`src/sv/ciq_pkg.sv`:
```
// Shared types and constants for the costmap inflation query block.
// No dependencies; every other file refers to this package by scoped names.
package ciq_pkg;

    // Operation codes of an input word
    localparam logic OP_LOAD  = 1'b0;
    localparam logic OP_QUERY = 1'b1;

    // Register indexes on the configuration port (paddr[3:2])
    localparam logic [1:0] REG_GRID_WIDTH  = 2'd0;
    localparam logic [1:0] REG_GRID_HEIGHT = 2'd1;
    localparam logic [1:0] REG_OCC_THRESH  = 2'd2;
    localparam logic [1:0] REG_RADIUS      = 2'd3;

    // Reset values of the registers
    localparam logic [8:0] RST_GRID_WIDTH  = 9'd256;
    localparam logic [8:0] RST_GRID_HEIGHT = 9'd256;
    localparam logic [6:0] RST_OCC_THRESH  = 7'd65;
    localparam logic [3:0] RST_RADIUS      = 4'd0;

    // Width of a signed neighbor coordinate (cell coordinate plus offset)
    localparam int SCW = 10;

    typedef struct packed {
        logic              operation;
        logic [7:0]        cell_x;
        logic [7:0]        cell_y;
        logic signed [7:0] occupancy;
    } t_in_word;

    typedef struct packed {
        logic blocked;
        logic outside_map;
    } t_out_word;

    typedef struct packed {
        logic [8:0] grid_width;
        logic [8:0] grid_height;
        logic [6:0] occ_thresh;
        logic [3:0] radius;
    } t_cfg;

    // Controller to datapath
    typedef struct packed {
        logic load_wr;   // write the accepted load word into the grid
        logic q_start;   // capture the accepted query word, reset the walk
        logic walk;      // issue one disk probe and advance the offsets
        logic out_load;  // load the result register
    } t_ctrl_cmd;

    // Datapath to controller
    typedef struct packed {
        logic in_outside;  // incoming word lies outside the map in use
        logic walk_last;   // current probe is the last cell of the square
    } t_dp_stat;

endpackage

```
`src/sv/ciq_ctrl.sv`:
```
// Sequencer for the costmap inflation query block: idle, disk walk, drain, result.
// Depends on ciq_pkg.
module ciq_ctrl (
    input  logic              i_clk,
    input  logic              i_rst_n,
    input  logic              i_accept,
    input  logic              i_operation,
    input  ciq_pkg::t_dp_stat i_stat,
    output ciq_pkg::t_ctrl_cmd o_cmd,
    output logic              o_busy,
    output logic              o_done
);

    typedef enum logic [4:0] {
        S_IDLE   = 5'b00001,
        S_WALK   = 5'b00010,
        S_DRAIN1 = 5'b00100,
        S_DRAIN2 = 5'b01000,
        S_RESULT = 5'b10000
    } t_state;

    t_state r_state, n_state;
    logic   r_done, n_done;

    // Next state and commands
    always_comb begin
        n_state = r_state;
        n_done  = 1'b0;
        o_cmd   = '0;
        case (r_state)
            S_IDLE: begin
                if (i_accept) begin
                    if (i_operation == ciq_pkg::OP_QUERY) begin
                        o_cmd.q_start = 1'b1;
                        n_state = i_stat.in_outside ? S_RESULT : S_WALK;
                    end else begin
                        o_cmd.load_wr = 1'b1;
                    end
                end
            end
            S_WALK: begin
                o_cmd.walk = 1'b1;
                if (i_stat.walk_last) begin
                    n_state = S_DRAIN1;
                end
            end
            // probe register -> read data register -> hit flag
            S_DRAIN1: n_state = S_DRAIN2;
            S_DRAIN2: n_state = S_RESULT;
            S_RESULT: begin
                o_cmd.out_load = 1'b1;
                n_done  = 1'b1;
                n_state = S_IDLE;
            end
            default: n_state = S_IDLE;
        endcase
    end

    always_ff @(posedge i_clk) begin
        if (!i_rst_n) begin
            r_state <= S_IDLE;
            r_done  <= 1'b0;
        end else begin
            r_state <= n_state;
            r_done  <= n_done;
        end
    end

    assign o_busy = (r_state != S_IDLE);
    assign o_done = r_done;

endmodule

```
`config.mk`:
```
export PLATFORM = sky130hd
export DESIGN_NAME = ciq_ctrl
export DESIGN_NICKNAME = d
export VERILOG_FILES = /design/src/sv/ciq_pkg.sv /design/src/sv/ciq_ctrl.sv
export SDC_FILE = /design/constraint.sdc
export NUM_CORES = 1
export LEC_CHECK = 0
export BUFFER_PORTS_ARGS = -buffer_cell sky130_fd_sc_hd__buf_2
export CAP_MARGIN = 20
export CORE_AREA = 2 2 39 41
export CTS_BUF_LIST = sky130_fd_sc_hd__clkbuf_16
export CTS_CLUSTER_DIAMETER = 40
export DETAILED_ROUTE_END_ITERATION = 16
export DIE_AREA = 0 0 41 43
export HOLD_SLACK_MARGIN = 0.06
export PLACE_DENSITY_LB_ADDON = 0.3
export RECOVER_POWER = 25
export SLEW_MARGIN = 20
export SYNTH_ARGS = -nofsm -noshare
export SYNTH_HDL_FRONTEND = slang
export SYNTH_SLANG_ARGS = --single-unit
```
`constraint.sdc`:
```
create_clock -name i_clk -period 1.53 [get_ports i_clk]
set_input_delay 0 -clock i_clk [delete_from_list [all_inputs] [get_ports i_clk]]
set_output_delay 0 -clock i_clk [all_outputs]
set_load 0.005 [all_outputs]
```
======== After elaboration in Yosys (flattened, before gate mapping) ========
Index checks and enable logic that the tools add are counted.
operators by class
  mux-type cells .......................... 11
  equality and inequality tests ........... 9
  reductions and logical operators ........ 1
operators with widths
  kind                number
  $mux 5              4
  $pmux 5 s4          1
  $ne 2x2->1 const B  3
  $eq 5x1->1 const B  1
  $eq 5x2->1 const B  1
  $eq 5x3->1 const B  1
  $eq 5x4->1 const B  1
  $eq 5x5->1 const B  1
  $ne 5x1->1 const B  1
  $mux 1              4
  $mux 2              2
  $reduce_and 3->1    1
storage, ports and cells
  bits in registers ....................... 6
  output and inout port bits .............. 6
  logic and storage cells ................. 23

======== Logic depth before layout (Yosys ltp) ========
Gate-level depths: netlist of the first run.
  depth after elaboration ................. 4
  depth in mapped cells ................... 3

======== Least setup slack after synthesis of the first run ========
Ideal clock, no wire load.
  path kind ............................... reg-to-reg
  start point ............................. register r_state[3]
  end point ............................... register r_state[1]
  buffers on the path ..................... 0
  stages on the path, launching flop included .. 4
  setup slack ............................. 0.311 ns
  required time ........................... 1.460 ns
  arrival time ............................ 1.149 ns
  cells stage by stage .................... dfxtp_1 or2_4 or4_1 a21boi_1
between the ends
  word-level cells in the longest chain between the ends .. 3
  elaborated cells between the ends (all ways) .. 9
  those cells by class .................... eq/ne (7); mux (1); reduce/logical (1)
RTL lines
  element                                          line            text
  start: declaration                               ciq_ctrl.sv:22  t_state r_state, n_state;
  start signal: assignment                         ciq_ctrl.sv:64  r_state <= n_state;
  $eq 5x2->1 / $eq 5x1->1 (equally long branches)  ciq_ctrl.sv:30  case (r_state)
  $ne 2x2->1 (no line)                             -
  $reduce_and 3->1 (no line)                       -
Several ways; a longest one is shown, not always the timed one.
A chain may end at the register's enable or synchronous reset.

==> results.md, run 1 <==
- Fmax: ~740 MHz
- Tmin final: 1.35 ns
- Switching pwr: about 110 uW
- Peak VDD IR: between 800 and 900 uV
- RSZ-0062 raised after global routing: no
- H-tree depth: 1
- Hold buffers post-CTS: 2
- Int Pwr: just over 500 uW
- Sequential share of power: between 20% and 30%
- Synth area leader: dfxtp_1
- Maximum number of pins on one net before global-route repair: 8
- Leakage Power: roughly 0.00021 uW
- Flip-flop and latch count after synthesis: 6
- Slowest Stage Delay on Critical Path: ~0.37 ns
- Initial antenna violation count: 0
- Worst Path Buf+Inv: 1
- Antenna viol nets, final: 0
- Mapped cell area: a little over 300 um^2
- Layout cells sized above 1: around 28%
- First-pass GRT wire length: between 1000 and 1500 um
- Core Footprint: between 1000 and 1500 um^2
- Post-layout net count: between 50 and 60
- Hold WC Path Type: input port to flip-flop
- Vias in the first global route: 291
- CTS clk-pin slew, worst paths: 0.03 ns
- Initial Utilization: between 20 and 25%
- Chip width: between 40 and 50 um
- Fraction of the yosys area taken by sequential cells: between 30% and 40%
- Resized Gates After CTS: 0
- Post-DP HPWL: approximately 510 um
- Clk_lat worst skew: between 0.2 and 0.25 ns
- Clk pwr share: between 60% and 70%
- Vias: 309
- CP endpoint kind: primary output
- Endpoints failing hold: 0
- Tcrit/Tclk final: between 80% and 90%
- Crit-path cells: nor3_1, nand2_1, nor3b_1, buf_2
- Die height: about 43 um
- Die area: around 1800 um^2
- CP max FO: 7
- PwrDens: 1330 nW/um^2
- Pre-antenna DRT Iters: 4
- Synth warn: 0
- Most common cell after layout, fill and taps aside: buf_2
- CTS tree: built
- Critical Path AT: between 1 and 1.5 ns
- Detailed Route WL: roughly 700 um
- CP Data Required Time: around 1.5 ns
- CTS Root Cell: clkbuf_16
- Status: complete, no violations
- Slew margin rel.: approximately four fifths
- Max_cap viols: 0
- CP max-delay cell: dfxtp_1
- Port bufs: 11
- Power share of the combinational group: 6.3%
- Least-Margin Pin Slew: between 0.3 and 0.4 ns
- Delay-heaviest family, CP: simple AND/OR/NAND/NOR gates
- Sw frac: 17.2%
- Area growth syn-to-layout: 51.8%
- Clock skew: around 0.0021 ns
- Diode count: 0
- Total global routing overflow: 0
- CTS Buf Count: 3
- WL per Instance: between 10 and 15 um
- Site Rows: 14
- Synth Net Count: 41
- Synth cell types: 24
- CTS Buffer Depth: 2
- Worst Setup Path Type: flip-flop to primary output
- Highest-count cells in the layout ignoring fill and taps: buf_2 (11), dfxtp_1 (6), nor4_1 (3), clkbuf_16 (3)
- Gr usage total: 10.1%
- Num Clock Sinks: 6
- Area share of the largest cell type after synthesis: 38.9%
- Setup TNS: 0 ns
- Final Setup Violations: 0
- Slew Viols, Final: 0
- Synth top area cells: dfxtp_1 (39%), nor4_1 (6.1%), nand2b_1 (4.0%)
- I/O pin cnt: 12
- Crit start category: flip-flop
- Syn Area/Cell: between 8 and 9 um^2
- Initial DRC count: 6
- Via/cell ratio: 4.68
- GPL Wtd Cong: 0.671
- Worst hold margin: approximately 0.076 ns
- Post-CTS setup buffers: 0
- Residual DRC: 0
- Synthesized instance count: 35
==> synth_stat cells <==
cell      n
nor3_1    2
or2_4     1
nand2b_1  2
or4_1     1
a221oi_1  1
and4_1    1
and3_1    1
xor2_1    1
a21boi_1  1
buf_4     1
nor3b_1   1
nor4_1    3
inv_1     2
a21oi_1   1
nor2b_1   1
nand3b_1  1
or2_1     1
and2b_1   1
and4b_1   1
nor4b_1   1
dfxtp_1   6
and2_1    1
nand2_1   1
nor2_1    2
==> final timing paths <==
kind | start | endpoint | slack (ns) | cells after the start
min reg2reg | r_state[2] | r_state[3] | 0.53 | 2
max reg2reg | r_state[3] | r_state[1] | 0.22 | 3
max | r_state[1] | o_cmd[3] | 0.18 | 4
min | i_stat[1] | r_state[1] | 0.08 | 3
==> worst register-to-register path: stages (launching register included) <==
cell and delay [ns]:
dfxtp_1 0.33, or2_0 0.28, or4_1 0.48, a21boi_1 0.15
==> kinds of logic after synthesis <==
logic type | Yosys count | share of synthesized area [%]
AO/OA/AOI/OAI | 3 | 6.88
flip-flops | 6 | 38.9
AND/OR/NAND/NOR | 22 | 46.6
buffers and inverters | 3 | 4.86
XOR/XNOR | 1 | 2.83
==> cell type report <==
cell class                 count  area, um^2
tap                           16        20.0
fill                         149         915
multi-input combinational     26         171
clock buffer                   3        75.1
inverter                       2        7.51
sequential                     6         120
timing repair buffer          13        75.1
==> metal layers <==
metal  global-route usage, %  wire length [um]  vias up
met2                    13.4               305       11
met1                    10.9               320      139
met4                    10.0                22        0
li1                        -                 -      157
met5                       0                 0        -
met3                    4.71                50        2
==> per-stage QoR <==
stage | utilization, % | setup WS, ns | std cells | cell area (um^2) | total power (uW)
6_report | 33.9 | 0.182 | 66 | 469 | 624
5_1_grt | 33.9 | 0.0870 | 66 | 469 | 648
4_1_cts | 34.1 | 0.196 | 66 | 472 | 635
3_5_place_dp | 27.2 | 0.247 | 61 | 377 | 203
3_3_place_gp | 27.2 | 0.267 | 61 | 377 | 203
2_1_floorplan | - | 0.311 | 35 | 309 | 186
==> sequential cells by signal, indices dropped and copies added (netlist names) <==
| name | count |
|---|---|
| r_state | 5 |
| o_done | 1 |
==> power by group through the flow <==
stage	clock [uW]	combinational [uW]	sequential [uW]
final	421	39.1	164
after global routing	438	44.9	165
after CTS	431	40.3	164
after detailed placement	0	36.4	166
after global placement	0	36.4	167
after floorplan	0	20.2	165
(Power assumes the default switching activity.)
==> run 2: changes to the inputs <==
--- a/config.mk
+++ b/config.mk
@@ -12,7 +12,7 @@
 export CTS_CLUSTER_DIAMETER = 40
 export DETAILED_ROUTE_END_ITERATION = 16
 export DIE_AREA = 0 0 41 43
-export HOLD_SLACK_MARGIN = 0.06
+export MAX_ROUTING_LAYER = met4
 export PLACE_DENSITY_LB_ADDON = 0.3
 export RECOVER_POWER = 25
 export SLEW_MARGIN = 20
==> results.md, run 2 (synthesis results as in run 1) <==
- Status: complete, no violations (unchanged)
- Biggest register: r_state (unchanged)
- Total global routing overflow: 0 (unchanged)
- Final Setup Violations: 0 (unchanged)
- Reg2Reg Depth: 3 (unchanged)
- Endpoints failing hold: 0 (unchanged)
- Least-Margin Pin Slew: 0.316 ns (was 0.317 ns)
- Max_cap viols: 0 (unchanged)
- Layout cells sized above 1: 29.2% (was 28.0%)
- Core Footprint: 1380 um^2 (unchanged)
- Clk_lat worst skew: 0.23 ns (about the same)
- CTS Buf Count: 3 (unchanged)
- Maximum number of pins on one net before global-route repair: 8 (unchanged)
- CP endpoint kind: primary output (unchanged)
- First-pass GRT wire length: 1080 um (was 1110 um)
- Post-CTS setup buffers: 0 (unchanged)
- Die area: 1760 um^2 (unchanged)
- Slew Viols, Final: 0 (unchanged)
- Grt met1 use: 10.9% (unchanged)
- Layer with the highest usage: met2 (unchanged)
- Hold buffers post-CTS: 0 (was 2)
- Initial Utilization: 22.3% (unchanged)
- Peak VDD IR: 889 uV (about the same)
- Area growth syn-to-layout: 45.3% (was 51.8%)
- Detailed Route WL: 697 um (was 698 um)
- FF-to-FF End: r_state[1] (unchanged)
- Crit Reg-Reg Startpoint: r_state[3] (unchanged)
- Fmax: 742 MHz (about the same)
- Post-DP HPWL: 515 um (unchanged)
- Grt met3 use: 4.71% (unchanged)
- Tcrit/Tclk final: 88.1% (about the same)
- Setup crit end: o_cmd[3] (unchanged)
- Gr usage total: 10.2% (was 10.1%)
- Initial DRC count: 5 (was 6)
- GR met2 Demand/Resource: 12.8% (was 13.4%)
- GPL Wtd Cong: 0.677 (was 0.671)
- CP Data Required Time: 1.53 ns (about the same)
- CP max FO: 7 (unchanged)
- Chip width: 41 um (unchanged)
- Reg-to-reg slack, setup: 0.22 ns (about the same)
- CTS Root Cell: clkbuf_16 (unchanged)
- Power, Total: 621 uW (was 624 uW)
- Slew margin rel.: 78.8% (was 78.7%)
- Most common cell after layout, fill and taps aside: buf_2 (unchanged)
- Via/cell ratio: 4.72 (was 4.68)
- Pre-antenna DRT Iters: 4 (unchanged)
- Final worst setup slack: 0.183 ns (was 0.182 ns)
- RSZ-0062 raised after global routing: no (unchanged)
- CTS clk-pin slew, worst paths: 0.03 ns (about the same)
- Resized Gates After CTS: 0 (unchanged)
- Highest-count cells in the layout ignoring fill and taps: buf_2 (11), dfxtp_1 (6), nor4_1 (3), clkbuf_16 (3) (unchanged)
- PwrDens: 1380 nW/um^2 (was 1330 nW/um^2)
- Worst Setup Path Type: flip-flop to primary output (unchanged)
- Num Clock Sinks: 6 (unchanged)
- Crit start category: flip-flop (unchanged)
- WL per Instance: 10.9 um (was 10.6 um)
- FILL cells: 152 (was 149)
- Die height: 43 um (unchanged)
- Hold WC Path Type: input port to flip-flop (unchanged)
- Antenna viol nets, final: 0 (unchanged)
- H-tree depth: 1 (unchanged)
- Site Rows: 14 (unchanged)
- Critical path origin: r_state[1] (unchanged)
- Leakage Power: 0.000201 uW (was 0.000209 uW)
- CTS Buffer Depth: 2 (unchanged)
- Diode count: 0 (unchanged)
- Residual DRC: 0 (unchanged)
- Clock skew: 0.00211 ns (was 0.00210 ns)
- Initial antenna violation count: 0 (unchanged)
- I/O pin cnt: 12 (unchanged)
- Port bufs: 11 (unchanged)
- Max FFs per register: 5 (unchanged)
- Setup TNS: 0 ns (unchanged)
- Post-layout net count: 56 (was 58)
- Critical Path AT: 1.35 ns (about the same)
- CTS tree: built (unchanged)
- Vias in the first global route: 279 (was 291)
- Dpl ws: 0.247 ns (unchanged)
- Tmin final: 1.35 ns (about the same)
- Vias: 302 (was 309)
run 2: worst min path at each step:
stage	startpoint	endpoint	slack, ns	cells past startpoint
3_5_place_dp	i_stat[0]	r_state[2]	0.24	3
4_1_cts	i_stat[0]	r_state[2]	0.004	3
2_1_floorplan	i_operation	o_cmd[3]	0.03	1
3_3_place_gp	i_rst_n	o_done	0.24	2
6_report	i_stat[0]	r_state[2]	0.007	3
5_1_grt	i_stat[0]	r_state[2]	0.03	3
run 2: cell type report:
| cell class | count | area (um^2) | area share (%) |
|---|---|---|---|
| well taps | 16 | 20.0 | 4.46 |
| repair buffers | 11 | 55.1 | 12.3 |
| flip-flops and latches | 6 | 120 | 26.7 |
| inverters | 2 | 7.51 | 1.67 |
| multi-input cells | 26 | 171 | 38.2 |
| clock buffers | 3 | 75.1 | 16.7 |
run 2: per-layer routing:
layer | share of wire, % | vias up
li1 | - | 153
met1 | 46 | 136
met2 | 43 | 11
met3 | 7.6 | 2
met4 | 3.2 | 0
met5 | 0 | -
run 2: stage by stage:
step / hold slack, ns / utilization, % / instance area [um^2] / std cells
after global routing: 0.0256 / 32.5 / 449 / 64
final: 0.00689 / 32.5 / 449 / 64
after floorplan: 0.0332 / - / 309 / 35
after CTS: 0.00365 / 32.6 / 452 / 64
after global placement: 0.243 / 27.2 / 377 / 61
after detailed placement: 0.240 / 27.2 / 377 / 61
run 2: worst max-delay path, stage by stage (launching register included):
cell,delay [ns]
dfxtp_1,0.37
nor3_1,0.32
nand2_1,0.12
nor3b_1,0.17
buf_2,0.14
run 2: power breakdown:
part	switching, uW	leakage, uW	total (uW)	internal (uW)
clock network	85.8	0.0000370	421	335
logic	17.2	0.000115	35.4	18.2
registers	3.97	0.0000486	164	160
total	107	0.000201	621	514
